===== config.mk =====
export PLATFORM = sky130hd
export DESIGN_NAME = field_calibrated_resistance_length
export DESIGN_NICKNAME = d
export VERILOG_FILES = /design/src/fcrl_pkg.sv /design/src/fcrl_div.sv /design/src/fcrl_mul.sv /design/src/field_calibrated_resistance_length.sv
export SDC_FILE = /design/constraint.sdc
export NUM_CORES = 1
export LEC_CHECK = 0
export ABC_AREA = 1
export BUFFER_PORTS_ARGS = -buffer_cell sky130_fd_sc_hd__buf_2
export CORE_ASPECT_RATIO = 0.75
export CORE_UTILIZATION = 31
export CTS_BUF_LIST = sky130_fd_sc_hd__clkbuf_16
export CTS_CLUSTER_SIZE = 12
export DETAILED_ROUTE_END_ITERATION = 6
export PLACE_DENSITY = 0.56
export SLEW_MARGIN = 20
export SYNTH_ARGS = -nofsm -noshare
export SYNTH_HDL_FRONTEND = slang
export SYNTH_SLANG_ARGS = --single-unit

===== constraint.sdc =====
create_clock -name clk -period 9.9 [get_ports clk]
set_input_delay 0.99 -clock clk [delete_from_list [all_inputs] [get_ports clk]]
set_output_delay 0.99 -clock clk [all_outputs]
set_load 0.05 [all_outputs]

===== src/fcrl_pkg.sv =====
// Package for the field calibrated resistance-to-length converter.
// Holds opcodes, register indexes, fixed-point limits and the request/result
// structs shared by the serial divider, the serial multiplier and the top level.
package fcrl_pkg;

    localparam int MAX_LENGTH_M = 1000;
    localparam logic [31:0] MAX_Q = 32'(MAX_LENGTH_M * 65536);
    localparam logic signed [31:0] SLOPE_MIN = 32'sd16;
    localparam logic [31:0] INT32_MAX = 32'h7FFF_FFFF;
    localparam logic [31:0] INT32_MIN = 32'h8000_0000;

    localparam int DIV_STEPS = 56;
    localparam int DIV_CNT_W = $clog2(DIV_STEPS);
    localparam int MUL_STEPS = 31;
    localparam int MUL_CNT_W = $clog2(MUL_STEPS);

    typedef enum logic [1:0] {
        OP_CLEAR     = 2'd0,
        OP_SET_ZERO  = 2'd1,
        OP_APPLY_REF = 2'd2,
        OP_MEASURE   = 2'd3
    } opcode_t;

    typedef enum logic {
        REG_BASE_SLOPE = 1'b0,
        REG_BASE_ZERO  = 1'b1
    } cfg_index_t;

    typedef enum logic [2:0] {
        ST_IDLE,
        ST_SETUP,
        ST_MUL,
        ST_DIV,
        ST_DONE
    } state_t;

    // divider: quotient of {num, 24'b0} / den
    typedef struct packed {
        logic        start;
        logic [31:0] num;
        logic [30:0] den;
    } div_req_t;

    typedef struct packed {
        logic        done;
        logic        ovf;
        logic [31:0] quot;
    } div_res_t;

    typedef struct packed {
        logic        start;
        logic [30:0] a;
        logic [30:0] b;
    } mul_req_t;

    typedef struct packed {
        logic        done;
        logic [61:0] prod;
    } mul_res_t;

endpackage


===== src/fcrl_div.sv =====
// Bit-serial restoring divider: one quotient bit per cycle.
// Keeps the low 32 quotient bits plus a sticky overflow flag. Uses fcrl_pkg.
module fcrl_div
    import fcrl_pkg::*;
(
    input  logic     clk,
    input  logic     rst_n,
    input  div_req_t req,
    output div_res_t res
);

    logic                 busy_reg, busy_next;
    logic                 done_reg, done_next;
    logic [DIV_CNT_W-1:0] cnt_reg, cnt_next;
    logic [55:0]          dvd_reg, dvd_next;
    logic [30:0]          rem_reg, rem_next;
    logic [30:0]          den_reg, den_next;
    logic [31:0]          quot_reg, quot_next;
    logic                 ovf_reg, ovf_next;
    logic [31:0]          trial;
    logic                 fits;

    assign trial = {rem_reg, dvd_reg[55]};
    assign fits  = trial >= {1'b0, den_reg};

    always_comb
    begin
        busy_next = busy_reg;
        done_next = 1'b0;
        cnt_next  = cnt_reg;
        dvd_next  = dvd_reg;
        rem_next  = rem_reg;
        den_next  = den_reg;
        quot_next = quot_reg;
        ovf_next  = ovf_reg;
        if (req.start)
        begin
            busy_next = 1'b1;
            cnt_next  = '0;
            dvd_next  = {req.num, 24'b0};
            rem_next  = '0;
            den_next  = req.den;
            quot_next = '0;
            ovf_next  = 1'b0;
        end
        else if (busy_reg)
        begin
            dvd_next  = {dvd_reg[54:0], 1'b0};
            rem_next  = fits ? 31'(trial - {1'b0, den_reg}) : trial[30:0];
            quot_next = {quot_reg[30:0], fits};
            ovf_next  = ovf_reg | quot_reg[31];
            cnt_next  = cnt_reg + 1'b1;
            if (cnt_reg == DIV_CNT_W'(DIV_STEPS - 1))
            begin
                busy_next = 1'b0;
                done_next = 1'b1;
            end
        end
    end

    always_ff @(posedge clk or negedge rst_n)
    begin
        if (!rst_n)
        begin
            busy_reg <= 1'b0;
            done_reg <= 1'b0;
            cnt_reg  <= '0;
        end
        else
        begin
            busy_reg <= busy_next;
            done_reg <= done_next;
            cnt_reg  <= cnt_next;
        end
    end

    always_ff @(posedge clk)
    begin
        dvd_reg  <= dvd_next;
        rem_reg  <= rem_next;
        den_reg  <= den_next;
        quot_reg <= quot_next;
        ovf_reg  <= ovf_next;
    end

    assign res.done = done_reg;
    assign res.ovf  = ovf_reg;
    assign res.quot = quot_reg;

endmodule


===== src/fcrl_mul.sv =====
// Bit-serial shift-add multiplier, 31 by 31 bits unsigned, one bit per cycle.
// The multiplier shares its register with the low product bits. Uses fcrl_pkg.
module fcrl_mul
    import fcrl_pkg::*;
(
    input  logic     clk,
    input  logic     rst_n,
    input  mul_req_t req,
    output mul_res_t res
);

    logic                 busy_reg, busy_next;
    logic                 done_reg, done_next;
    logic [MUL_CNT_W-1:0] cnt_reg, cnt_next;
    logic [30:0]          a_reg, a_next;
    logic [30:0]          acc_reg, acc_next;
    logic [30:0]          lo_reg, lo_next;
    logic [31:0]          sum;

    assign sum = {1'b0, acc_reg} + (lo_reg[0] ? {1'b0, a_reg} : 32'd0);

    always_comb
    begin
        busy_next = busy_reg;
        done_next = 1'b0;
        cnt_next  = cnt_reg;
        a_next    = a_reg;
        acc_next  = acc_reg;
        lo_next   = lo_reg;
        if (req.start)
        begin
            busy_next = 1'b1;
            cnt_next  = '0;
            a_next    = req.a;
            acc_next  = '0;
            lo_next   = req.b;
        end
        else if (busy_reg)
        begin
            acc_next = sum[31:1];
            lo_next  = {sum[0], lo_reg[30:1]};
            cnt_next = cnt_reg + 1'b1;
            if (cnt_reg == MUL_CNT_W'(MUL_STEPS - 1))
            begin
                busy_next = 1'b0;
                done_next = 1'b1;
            end
        end
    end

    always_ff @(posedge clk or negedge rst_n)
    begin
        if (!rst_n)
        begin
            busy_reg <= 1'b0;
            done_reg <= 1'b0;
            cnt_reg  <= '0;
        end
        else
        begin
            busy_reg <= busy_next;
            done_reg <= done_next;
            cnt_reg  <= cnt_next;
        end
    end

    always_ff @(posedge clk)
    begin
        a_reg   <= a_next;
        acc_reg <= acc_next;
        lo_reg  <= lo_next;
    end

    assign res.done = done_reg;
    assign res.prod = {acc_reg, lo_reg};

endmodule


===== src/field_calibrated_resistance_length.sv =====
// Flow, input transfer to result valid: clear, set zero and anything settled at setup go
// from setup straight to done; measure and apply reference with pending zero run the
// 56-step serial divider; apply reference from base slope runs the 31-step serial multiplier.
// One item at a time: the next transfer is taken the cycle after the result is registered,
// and while the output stalls a finished item waits in done. Reset clears calibration state and
// config registers to zero. Depends on fcrl_pkg, fcrl_div, fcrl_mul.
module field_calibrated_resistance_length
    import fcrl_pkg::*;
(
    input  logic        clk,
    input  logic        rst_n,
    input  logic        cfg_wr_en,
    input  logic        cfg_addr,
    input  logic [31:0] cfg_wr_data,
    input  logic        s_axis_tvalid,
    output logic        s_axis_tready,
    input  logic [71:0] s_axis_tdata,   // opcode[1:0], resistance[33:2], ref_length[65:34]
    output logic        m_axis_tvalid,
    input  logic        m_axis_tready,
    output logic [31:0] m_axis_tdata    // ok[0], length_out[26:1]
);

    state_t state_reg, state_next;

    logic [31:0] base_slope_reg, base_zero_reg;
    logic        field_valid_reg, pending_valid_reg;
    logic [31:0] field_slope_reg, field_zero_reg, pending_zero_reg;

    opcode_t     op_reg;
    logic [31:0] res_reg, len_reg;
    logic        fail_reg, fail_next;
    logic        short_reg, short_next;

    logic        out_valid_reg;
    logic        out_ok_reg;
    logic [25:0] out_len_reg;

    logic        in_xfer, out_free;
    logic        go_div, go_mul, set_fail, set_short;
    logic        commit;
    div_req_t    div_req;
    div_res_t    div_res;
    mul_req_t    mul_req;
    mul_res_t    mul_res;

    logic [31:0] sel_slope, sel_zero;
    logic [32:0] d_meas, d_app;
    logic        len_pos;

    logic        r_ok;
    logic [25:0] r_len;
    logic        r_upd;
    logic [31:0] r_slope, r_zero;
    logic        q_sat;
    logic [39:0] z_diff;

    assign in_xfer  = s_axis_tvalid && s_axis_tready;
    assign out_free = !out_valid_reg || m_axis_tready;

    // operand selection and setup decisions
    always_comb
    begin
        sel_slope = field_valid_reg ? field_slope_reg : base_slope_reg;
        sel_zero  = field_valid_reg ? field_zero_reg : base_zero_reg;
        d_meas    = {res_reg[31], res_reg} - {sel_zero[31], sel_zero};
        d_app     = {res_reg[31], res_reg} - {pending_zero_reg[31], pending_zero_reg};
        len_pos   = !len_reg[31] && (len_reg != '0);
        go_div    = 1'b0;
        go_mul    = 1'b0;
        set_fail  = 1'b0;
        set_short = 1'b0;
        unique case (op_reg)
            OP_MEASURE:
            begin
                if ($signed(sel_slope) <= SLOPE_MIN)
                    set_fail = 1'b1;
                else if (d_meas[32] || d_meas == '0)
                    set_short = 1'b1;
                else
                    go_div = 1'b1;
            end
            OP_APPLY_REF:
            begin
                if (!len_pos)
                    set_fail = 1'b1;
                else if (pending_valid_reg)
                begin
                    if (d_app[32] || d_app == '0)
                        set_fail = 1'b1;
                    else
                        go_div = 1'b1;
                end
                else if ($signed(base_slope_reg) <= SLOPE_MIN)
                    set_fail = 1'b1;
                else
                    go_mul = 1'b1;
            end
            OP_CLEAR, OP_SET_ZERO:
            begin
            end
            default:
            begin
            end
        endcase
    end

    // next state
    always_comb
    begin
        state_next = state_reg;
        unique case (state_reg)
            ST_IDLE:  if (in_xfer) state_next = ST_SETUP;
            ST_SETUP:
            begin
                if (go_div)
                    state_next = ST_DIV;
                else if (go_mul)
                    state_next = ST_MUL;
                else
                    state_next = ST_DONE;
            end
            ST_MUL:   if (mul_res.done) state_next = ST_DONE;
            ST_DIV:   if (div_res.done) state_next = ST_DONE;
            ST_DONE:  if (out_free) state_next = ST_IDLE;
            default:  state_next = ST_IDLE;
        endcase
    end

    // state machine outputs
    always_comb
    begin
        s_axis_tready = 1'b0;
        div_req.start = 1'b0;
        div_req.num   = (op_reg == OP_MEASURE) ? d_meas[31:0] : d_app[31:0];
        div_req.den   = (op_reg == OP_MEASURE) ? sel_slope[30:0] : len_reg[30:0];
        mul_req.start = 1'b0;
        mul_req.a     = base_slope_reg[30:0];
        mul_req.b     = len_reg[30:0];
        commit        = 1'b0;
        fail_next     = fail_reg;
        short_next    = short_reg;
        unique case (state_reg)
            ST_IDLE:  s_axis_tready = 1'b1;
            ST_SETUP:
            begin
                div_req.start = go_div;
                mul_req.start = go_mul;
                fail_next     = set_fail;
                short_next    = set_short;
            end
            ST_MUL, ST_DIV:
            begin
            end
            ST_DONE:  commit = out_free;
            default:
            begin
            end
        endcase
    end

    fcrl_div u_div
    (
        .clk   (clk),
        .rst_n (rst_n),
        .req   (div_req),
        .res   (div_res)
    );

    fcrl_mul u_mul
    (
        .clk   (clk),
        .rst_n (rst_n),
        .req   (mul_req),
        .res   (mul_res)
    );

    // final result and calibration update
    always_comb
    begin
        q_sat   = div_res.ovf || div_res.quot[31];
        z_diff  = {{8{res_reg[31]}}, res_reg} - {2'b0, mul_res.prod[61:24]};
        r_ok    = 1'b1;
        r_len   = '0;
        r_upd   = 1'b0;
        r_slope = base_slope_reg;
        r_zero  = pending_zero_reg;
        unique case (op_reg)
            OP_MEASURE:
            begin
                if (fail_reg)
                    r_ok = 1'b0;
                else if (!short_reg)
                begin
                    if (div_res.ovf || div_res.quot > MAX_Q)
                        r_len = MAX_Q[25:0];
                    else
                        r_len = div_res.quot[25:0];
                end
            end
            OP_APPLY_REF:
            begin
                if (fail_reg)
                    r_ok = 1'b0;
                else if (pending_valid_reg)
                begin
                    r_slope = q_sat ? INT32_MAX : div_res.quot;
                    r_zero  = pending_zero_reg;
                    if (!q_sat && div_res.quot <= 32'(SLOPE_MIN))
                        r_ok = 1'b0;
                    else
                        r_upd = 1'b1;
                end
                else
                begin
                    r_slope = base_slope_reg;
                    r_zero  = (z_diff[39] && !(&z_diff[38:31])) ? INT32_MIN : z_diff[31:0];
                    r_upd   = 1'b1;
                end
            end
            OP_CLEAR, OP_SET_ZERO:
            begin
            end
            default:
            begin
            end
        endcase
    end

    always_ff @(posedge clk or negedge rst_n)
    begin
        if (!rst_n)
        begin
            state_reg         <= ST_IDLE;
            base_slope_reg    <= '0;
            base_zero_reg     <= '0;
            field_valid_reg   <= 1'b0;
            field_slope_reg   <= '0;
            field_zero_reg    <= '0;
            pending_valid_reg <= 1'b0;
            pending_zero_reg  <= '0;
            out_valid_reg     <= 1'b0;
        end
        else
        begin
            state_reg <= state_next;
            if (cfg_wr_en)
            begin
                unique case (cfg_index_t'(cfg_addr))
                    REG_BASE_SLOPE: base_slope_reg <= cfg_wr_data;
                    REG_BASE_ZERO:  base_zero_reg  <= cfg_wr_data;
                    default:
                    begin
                    end
                endcase
            end
            if (commit)
            begin
                if (op_reg == OP_CLEAR)
                begin
                    field_valid_reg   <= 1'b0;
                    field_slope_reg   <= '0;
                    field_zero_reg    <= '0;
                    pending_valid_reg <= 1'b0;
                    pending_zero_reg  <= '0;
                end
                else if (op_reg == OP_SET_ZERO)
                begin
                    pending_valid_reg <= 1'b1;
                    pending_zero_reg  <= res_reg;
                end
                else if (r_upd)
                begin
                    field_valid_reg   <= 1'b1;
                    field_slope_reg   <= r_slope;
                    field_zero_reg    <= r_zero;
                    pending_valid_reg <= 1'b0;
                    pending_zero_reg  <= '0;
                end
            end
            if (commit)
                out_valid_reg <= 1'b1;
            else if (m_axis_tready)
                out_valid_reg <= 1'b0;
        end
    end

    always_ff @(posedge clk)
    begin
        if (in_xfer)
        begin
            op_reg  <= opcode_t'(s_axis_tdata[1:0]);
            res_reg <= s_axis_tdata[33:2];
            len_reg <= s_axis_tdata[65:34];
        end
        fail_reg  <= fail_next;
        short_reg <= short_next;
        if (commit)
        begin
            out_ok_reg  <= r_ok;
            out_len_reg <= r_len;
        end
    end

    assign m_axis_tvalid = out_valid_reg;
    assign m_axis_tdata  = {5'b0, out_len_reg, out_ok_reg};

endmodule


Word-level counts from Yosys, hierarchy flattened
Cells that the tools add are included.
Operators by class
  $add $sub $neg: 7
  magnitude comparators: 5
  eq/ne operators: 14
  muxes and demuxes: 86
  bitwise gates (word level): 3
  reduce and logical (&&, ||, !) cells: 32
Operators with widths (count)
  32-bit two-way mux: 20
  31-bit two-way mux: 5
  56-bit two-way mux: 2
  33-bit logical NOT: 2
  32-bit by 32-bit subtractor with 33-bit output: 2
  32-bit by 6-bit <= comparator with 1-bit output (second input constant): 2
  1-bit two-way mux: 44
  32-bit by 39-bit subtractor with 40-bit output: 1
  31-bit by 32-bit adder with 32-bit output: 1
  32-bit by 31-bit greater-or-equal comparator with 1-bit output: 1
  32-bit by 26-bit greater-than comparator with 1-bit output (second input constant): 1
  32-bit by 5-bit <= comparator with 1-bit output (second input constant): 1
  32-bit nonzero test: 1
  31-bit subtractor: 1
  26-bit two-way mux: 1
  3-bit two-way mux: 6
  3-bit one-hot mux with 5 select lines: 1
  6-bit two-way mux: 2
  5-bit two-way mux: 2
  8-bit AND reduction: 1
  2-bit nonzero test: 4
  6-bit by 1-bit adder with 6-bit output (second input constant): 1
  3-bit by 2-bit equality test with 1-bit output (second input constant): 2
  6-bit equality test (second input constant): 1
  23 further kinds: 42
Word-level totals
  flip-flop bits (word level): 496
  input bits: 110
  word-level logic and storage cells: 178

Longest topological paths before layout
  depth in word-level cells: 11
  gate-level depth with buffers: 30
  mapped depth without buffers: 26

Hierarchy
From an unflattened synthesis, not the netlist that was laid out.
Unflattened totals
  cells, all modules: 4872
  area total of the unflattened synthesis: 33646.0 um^2
By module, submodules not included
  field_calibrated_resistance_length: instances 1, cells each 2967, area each 19872.8 um^2, seq. area each 7006.7 um^2
  fcrl_div: instances 1, cells each 1052, area each 7604.8 um^2, seq. area each 3373.2 um^2
  fcrl_mul: instances 1, cells each 853, area each 6168.4 um^2, seq. area each 2657.5 um^2

Least setup slack after synthesis
Ideal clock, no wire load.
  path type: reg2reg
  from: reg field_valid_reg
  to: reg u_div.dvd_reg[24] (enable)
  arrival time: 4.016 ns
  path slack: 5.495 ns
  stages on the path, launching flop included: 25
  path through: dfrtp_1 > buf_2 > buf_2 > buf_1 > clkbuf_1 > nand2_1 > nand2_1 > ha_1 > fa_1 > inv_1 > nand3_1 > nand2_2 > nand2_1 > nand2_1 > nand2_1 > nand2_1 > nand2_1 > nand2_1 > a21oi_1 > xor2_1 > nand3_2 > nand2_2 > nand2_4 > buf_2 > nand2_1
On the way
  word-level cells in the longest chain between the ends: 9
  elaborated cells between the ends (all ways): 11
  those cells by class: add/sub: 1; order compare: 1; mux: 6; reduce/logical: 3
RTL lines
  start, declared: line field_calibrated_resistance_length.sv:26  | logic field_valid_reg, pending_valid_reg;
  start signal, assigned: line field_calibrated_resistance_length.sv:236  | field_valid_reg <= 1'b0;
  start signal, assigned: line field_calibrated_resistance_length.sv:260  | field_valid_reg <= 1'b0;
  start signal, assigned: line field_calibrated_resistance_length.sv:273  | field_valid_reg <= 1'b1;
  32-bit two-way mux: line field_calibrated_resistance_length.sv:64  | sel_zero = field_valid_reg ? field_zero_reg : base_zero_reg;
  32-bit by 32-bit subtractor with 33-bit output: line field_calibrated_resistance_length.sv:65  | d_meas = {res_reg[31], res_reg} - {sel_zero[31], sel_zero};
  33-bit logical NOT: line field_calibrated_resistance_length.sv:77  | else if (d_meas[32] || d_meas == '0)
  1-bit logical OR: line field_calibrated_resistance_length.sv:77
  1-bit two-way mux: line field_calibrated_resistance_length.sv:77
  1-bit two-way mux (*): line field_calibrated_resistance_length.sv:75  | if ($signed(sel_slope) <= SLOPE_MIN)
  1-bit one-hot mux with 2 select lines (*): line field_calibrated_resistance_length.sv:72  | unique case (op_reg)
  1-bit two-way mux (*): line field_calibrated_resistance_length.sv:142  | unique case (state_reg)
  2-bit nonzero test (no source line) (*)
  end signal, assigned: line fcrl_div.sv:79  | dvd_reg <= dvd_next;
  end, declared: line fcrl_div.sv:15  | logic [55:0] dvd_reg, dvd_next;
Every way passes the cells marked *; elsewhere a longest branch is shown, timed or not.
A chain may end at the register's enable or synchronous reset.

Final worst setup path
  from: reg field_valid_reg
  to: reg u_div.den_reg[8] (enable)
On the way
  word-level cells in the longest chain between the ends: 8
  elaborated cells between the ends (all ways): 10
  those cells by class: add/sub: 1; order compare: 1; mux: 6; reduce/logical: 2
RTL lines
  32-bit two-way mux: line field_calibrated_resistance_length.sv:64
  32-bit by 32-bit subtractor with 33-bit output: line field_calibrated_resistance_length.sv:65
  33-bit logical NOT: line field_calibrated_resistance_length.sv:77
  1-bit logical OR: line field_calibrated_resistance_length.sv:77
  1-bit two-way mux: line field_calibrated_resistance_length.sv:77
  1-bit two-way mux (*): line field_calibrated_resistance_length.sv:75
  1-bit one-hot mux with 2 select lines (*): line field_calibrated_resistance_length.sv:72
  1-bit two-way mux (*): line field_calibrated_resistance_length.sv:142
  end signal, assigned: line fcrl_div.sv:81  | den_reg <= den_next;
  end, declared: line fcrl_div.sv:17  | logic [30:0] den_reg, den_next;
Marked as above.

==> impl_summary.log <==
[metrics] cell with the most instances after synthesis: nand2_1
[metrics] hold violation count in the final report: 0
[metrics] Cell Count, Final, Fillers Out: 5,913
[metrics] CTS clk-pin slew, worst paths: 70 ps
[metrics] count of flip-flops with a built-in enable after synthesis: 220
[metrics] hold buffer count at CTS: 0
[metrics] crit start category: flip-flop
[metrics] total I/O pin count: 144
[metrics] Max IR drop VDD: 0.215 mV
[metrics] GR Util All Layers: 0.223
[metrics] area overhead of the layout relative to synthesis: 12.2%
[metrics] TritonCTS Buffers: 56
[metrics] DRC viols: 0
[metrics] PortBufs: 132
[metrics] depth of the CTS H-tree: 2
[metrics] Rel. slew slack: 0.196
[metrics] data arrival time of the critical path: 6580 ps
[metrics] effective utilization at floorplan: 0.313
[metrics] mean cell area of the mapped netlist: 7.30 um2
[metrics] number of antenna violations at the first check in global routing: 1
[metrics] Syn. warnings: 0
[metrics] Gate Count Post-Synth: 4,418
[metrics] top cell types by occurrence after synthesis: nand2_1 (1,269), inv_1 (620), o21ai_0 (403)
[metrics] count of nets after finishing: 4,799
[metrics] total routed wirelength: 120,000 um
[metrics] remaining antenna violation count: 0
[metrics] vias after detailed routing: 29,763
[metrics] share of the synthesized area in the top cell type: 0.205
[metrics] part of the Yosys area used for sequential elements: 0.404
[metrics] via density per instance: 5.03
[metrics] DIE WIDTH: 374 um
[metrics] FMAX: 0.159 GHz
[metrics] element type at the critical path end: flip-flop
[metrics] status: complete, no violations
[metrics] CORE AREA: 103,000 um2
[metrics] average detailed-routed wire length per instance: 20.4 um
[metrics] RSZ-0062 raised after global routing: false
[metrics] Util after Layout: 0.351
[metrics] max-slew violation count: 0
[metrics] leakage power of the design: 17.3 nW
[metrics] vias in the first global route: 26,734
[metrics] worst min path class: in2async
[metrics] worst clock skew: 43.7 ps
[metrics] post-cts resize count: 0
[metrics] proportion of synthesized flip-flops having asynchronous set or reset: 0.365
[metrics] Post-Route Setup TNS: 0 ps
[metrics] Post-Place Cells: 5,807
[metrics] share of final-layout standard cells stronger than drive strength 1: 0.0759
[metrics] post-route fraction of the period consumed by the critical path: 0.636
[metrics] post-CTS setup repair buffer count: 0
[metrics] synthesis-stage register bit count: 496
[metrics] standard-cell row count: 102
[metrics] clock latency on the worst-skew pair: 660 ps
[metrics] clock sink count: 496
[metrics] top cell type by total area after synthesis: edfxtp_1
[metrics] leading post-synthesis cells by cell area: edfxtp_1 (20%), nand2_1 (15%), dfrtp_1 (14%)
[metrics] Worst R2R Path Depth: 25
[metrics] # Max-Cap Violations: 0
[metrics] wire length of the first global-routing pass: 175,000 um
[metrics] Ant. Diodes: 0
[metrics] floorplan die height: 281 um
[metrics] pin count of the biggest net entering global routing: 87
[metrics] Design Power: 0.0134 W
[metrics] summed instance area of the synthesized netlist: 32,200 um2
[metrics] CTS tree: done
[metrics] initial detailed-routing violation count: 2,984
[metrics] power density of the placed cells: 371 nW/um2
[metrics] count of unique library cells instantiated by Yosys: 59
[metrics] number of optimization iterations in the first detailed-route pass: 5
[metrics] CP max FO: 53
[metrics] Max Root-Sink Buffers: 3
[metrics] required arrival time at the worst endpoint: 10,180 ps
[metrics] GRT overflow: 0
[metrics] Worst Tran Pin Value: 1190 ps
[metrics] placed wire-length estimate: 94,400 um
[metrics] shortest period the worst path allows: 6300 ps
[metrics] overall die area: 105,000 um2
[metrics] Final GP Congestion: 0.988
[metrics] most used flip-flop cell after synthesis: edfxtp_1
[metrics] path type of the worst setup path: reg2reg
[metrics] clock tree root buffer cell: clkbuf_16
[metrics] count of final setup violators: 0
layout make-up:
type	count	area (um2)
multi-input cells	3158	16300
clock inverters	45	307
flip-flops and latches	496	13000
clock buffers	61	1530
repair buffers	167	932
well taps	1352	1690
fillers	11066	67000
inverters	634	2380
final timing paths:
path | start | end | slack [ps]
setup / recovery | field_valid_reg | u_div.den_reg[8] | 3600
hold / removal | rst_n | u_mul.cnt_reg[1] | 300
setup reg to reg | field_valid_reg | u_div.den_reg[8] | 3600
hold reg to reg | field_slope_reg[19] | field_slope_reg[19] | 480
max in group asynchronous | rst_n | field_valid_reg | 8270
min in group clk | field_slope_reg[19] | field_slope_reg[19] | 480
through the flow:
step                worst slack, ps  hold WS, ps  instance area, um2
finish                         3600          302               36200
CTS                            3690          284               36200
detailed placement             3710          462               34300
floorplan                      5490          437               32300
global placement               3720          451               34300
global route                   3200          303               36200
layer usage:
layer | vias to the layer above | wire [um] | GRT usage
met4 | 2 | 2070 | 0.0420
met1 | 13851 | 60100 | 0.351
li1 | 14610 | - | -
met3 | 125 | 14200 | 0.0771
met5 | - | 58 | 0.00404
met2 | 1175 | 44000 | 0.284
placed cells by master, fill, tap and decap left out, types with 10 or more instances in the layout:
cell / instances
edfxtp_1: 220
o21a_1: 15
o21ai_0: 403
inv_1: 635
a21oi_2: 12
xnor2_1: 43
nor2_4: 13
nand3_1: 169
nor2_1: 371
nor2_2: 23
and2_1: 10
nand4_1: 53
inv_2: 10
nor3_1: 35
buf_4: 35
a31oi_1: 14
clkbuf_16: 61
o21bai_1: 12
clkinv_1: 15
nor4_1: 19
nand2_2: 18
buf_2: 131
a21o_1: 14
dfxtp_1: 95
clkinv_2: 10
mux2i_1: 25
ha_1: 171
dfrtp_1: 179
a21oi_1: 302
nand2_1: 1266
xor2_1: 49
o22ai_1: 32
power breakdown:
group	total, W	internal, W	switching, W
clock	0.00212	0.00119	0.000929
sequential	0.00356	0.00295	0.000606
combinational	0.00775	0.00242	0.00533
total	0.0134	0.00656	0.00687
critical path, cell delays in order (launching register included):
cell and delay [ps]:
dfrtp_2 870, inv_1 560, or2_2 460, o21ai_0 150, inv_1 100, fa_1 450, inv_1 110, nand3_1 90
nand2_2 130, nand2_1 60, nand2_1 110, nand2_1 90, nand2_1 90, nand2_1 120, nand2_1 150, nand2_1 60
nand2_1 80, nor2_1 50, nand2_1 70, nor2_1 40, nand3_1 180, nand3_2 130, nand2_2 100, nand2_4 280
inv_4 650, buf_4 580
cells by family after synthesis:
family / after synthesis / share of synthesized area
fa+ha+maj: 176 / 0.0695
compound gates: 853 / 0.144
xor+xnor: 93 / 0.0255
flops: 496 / 0.404
simple gates: 2006 / 0.257
mux: 25 / 0.00776
buf+inv: 768 / 0.0927
other cells: 1 / 0.000116
(Power assumes the default switching activity.)
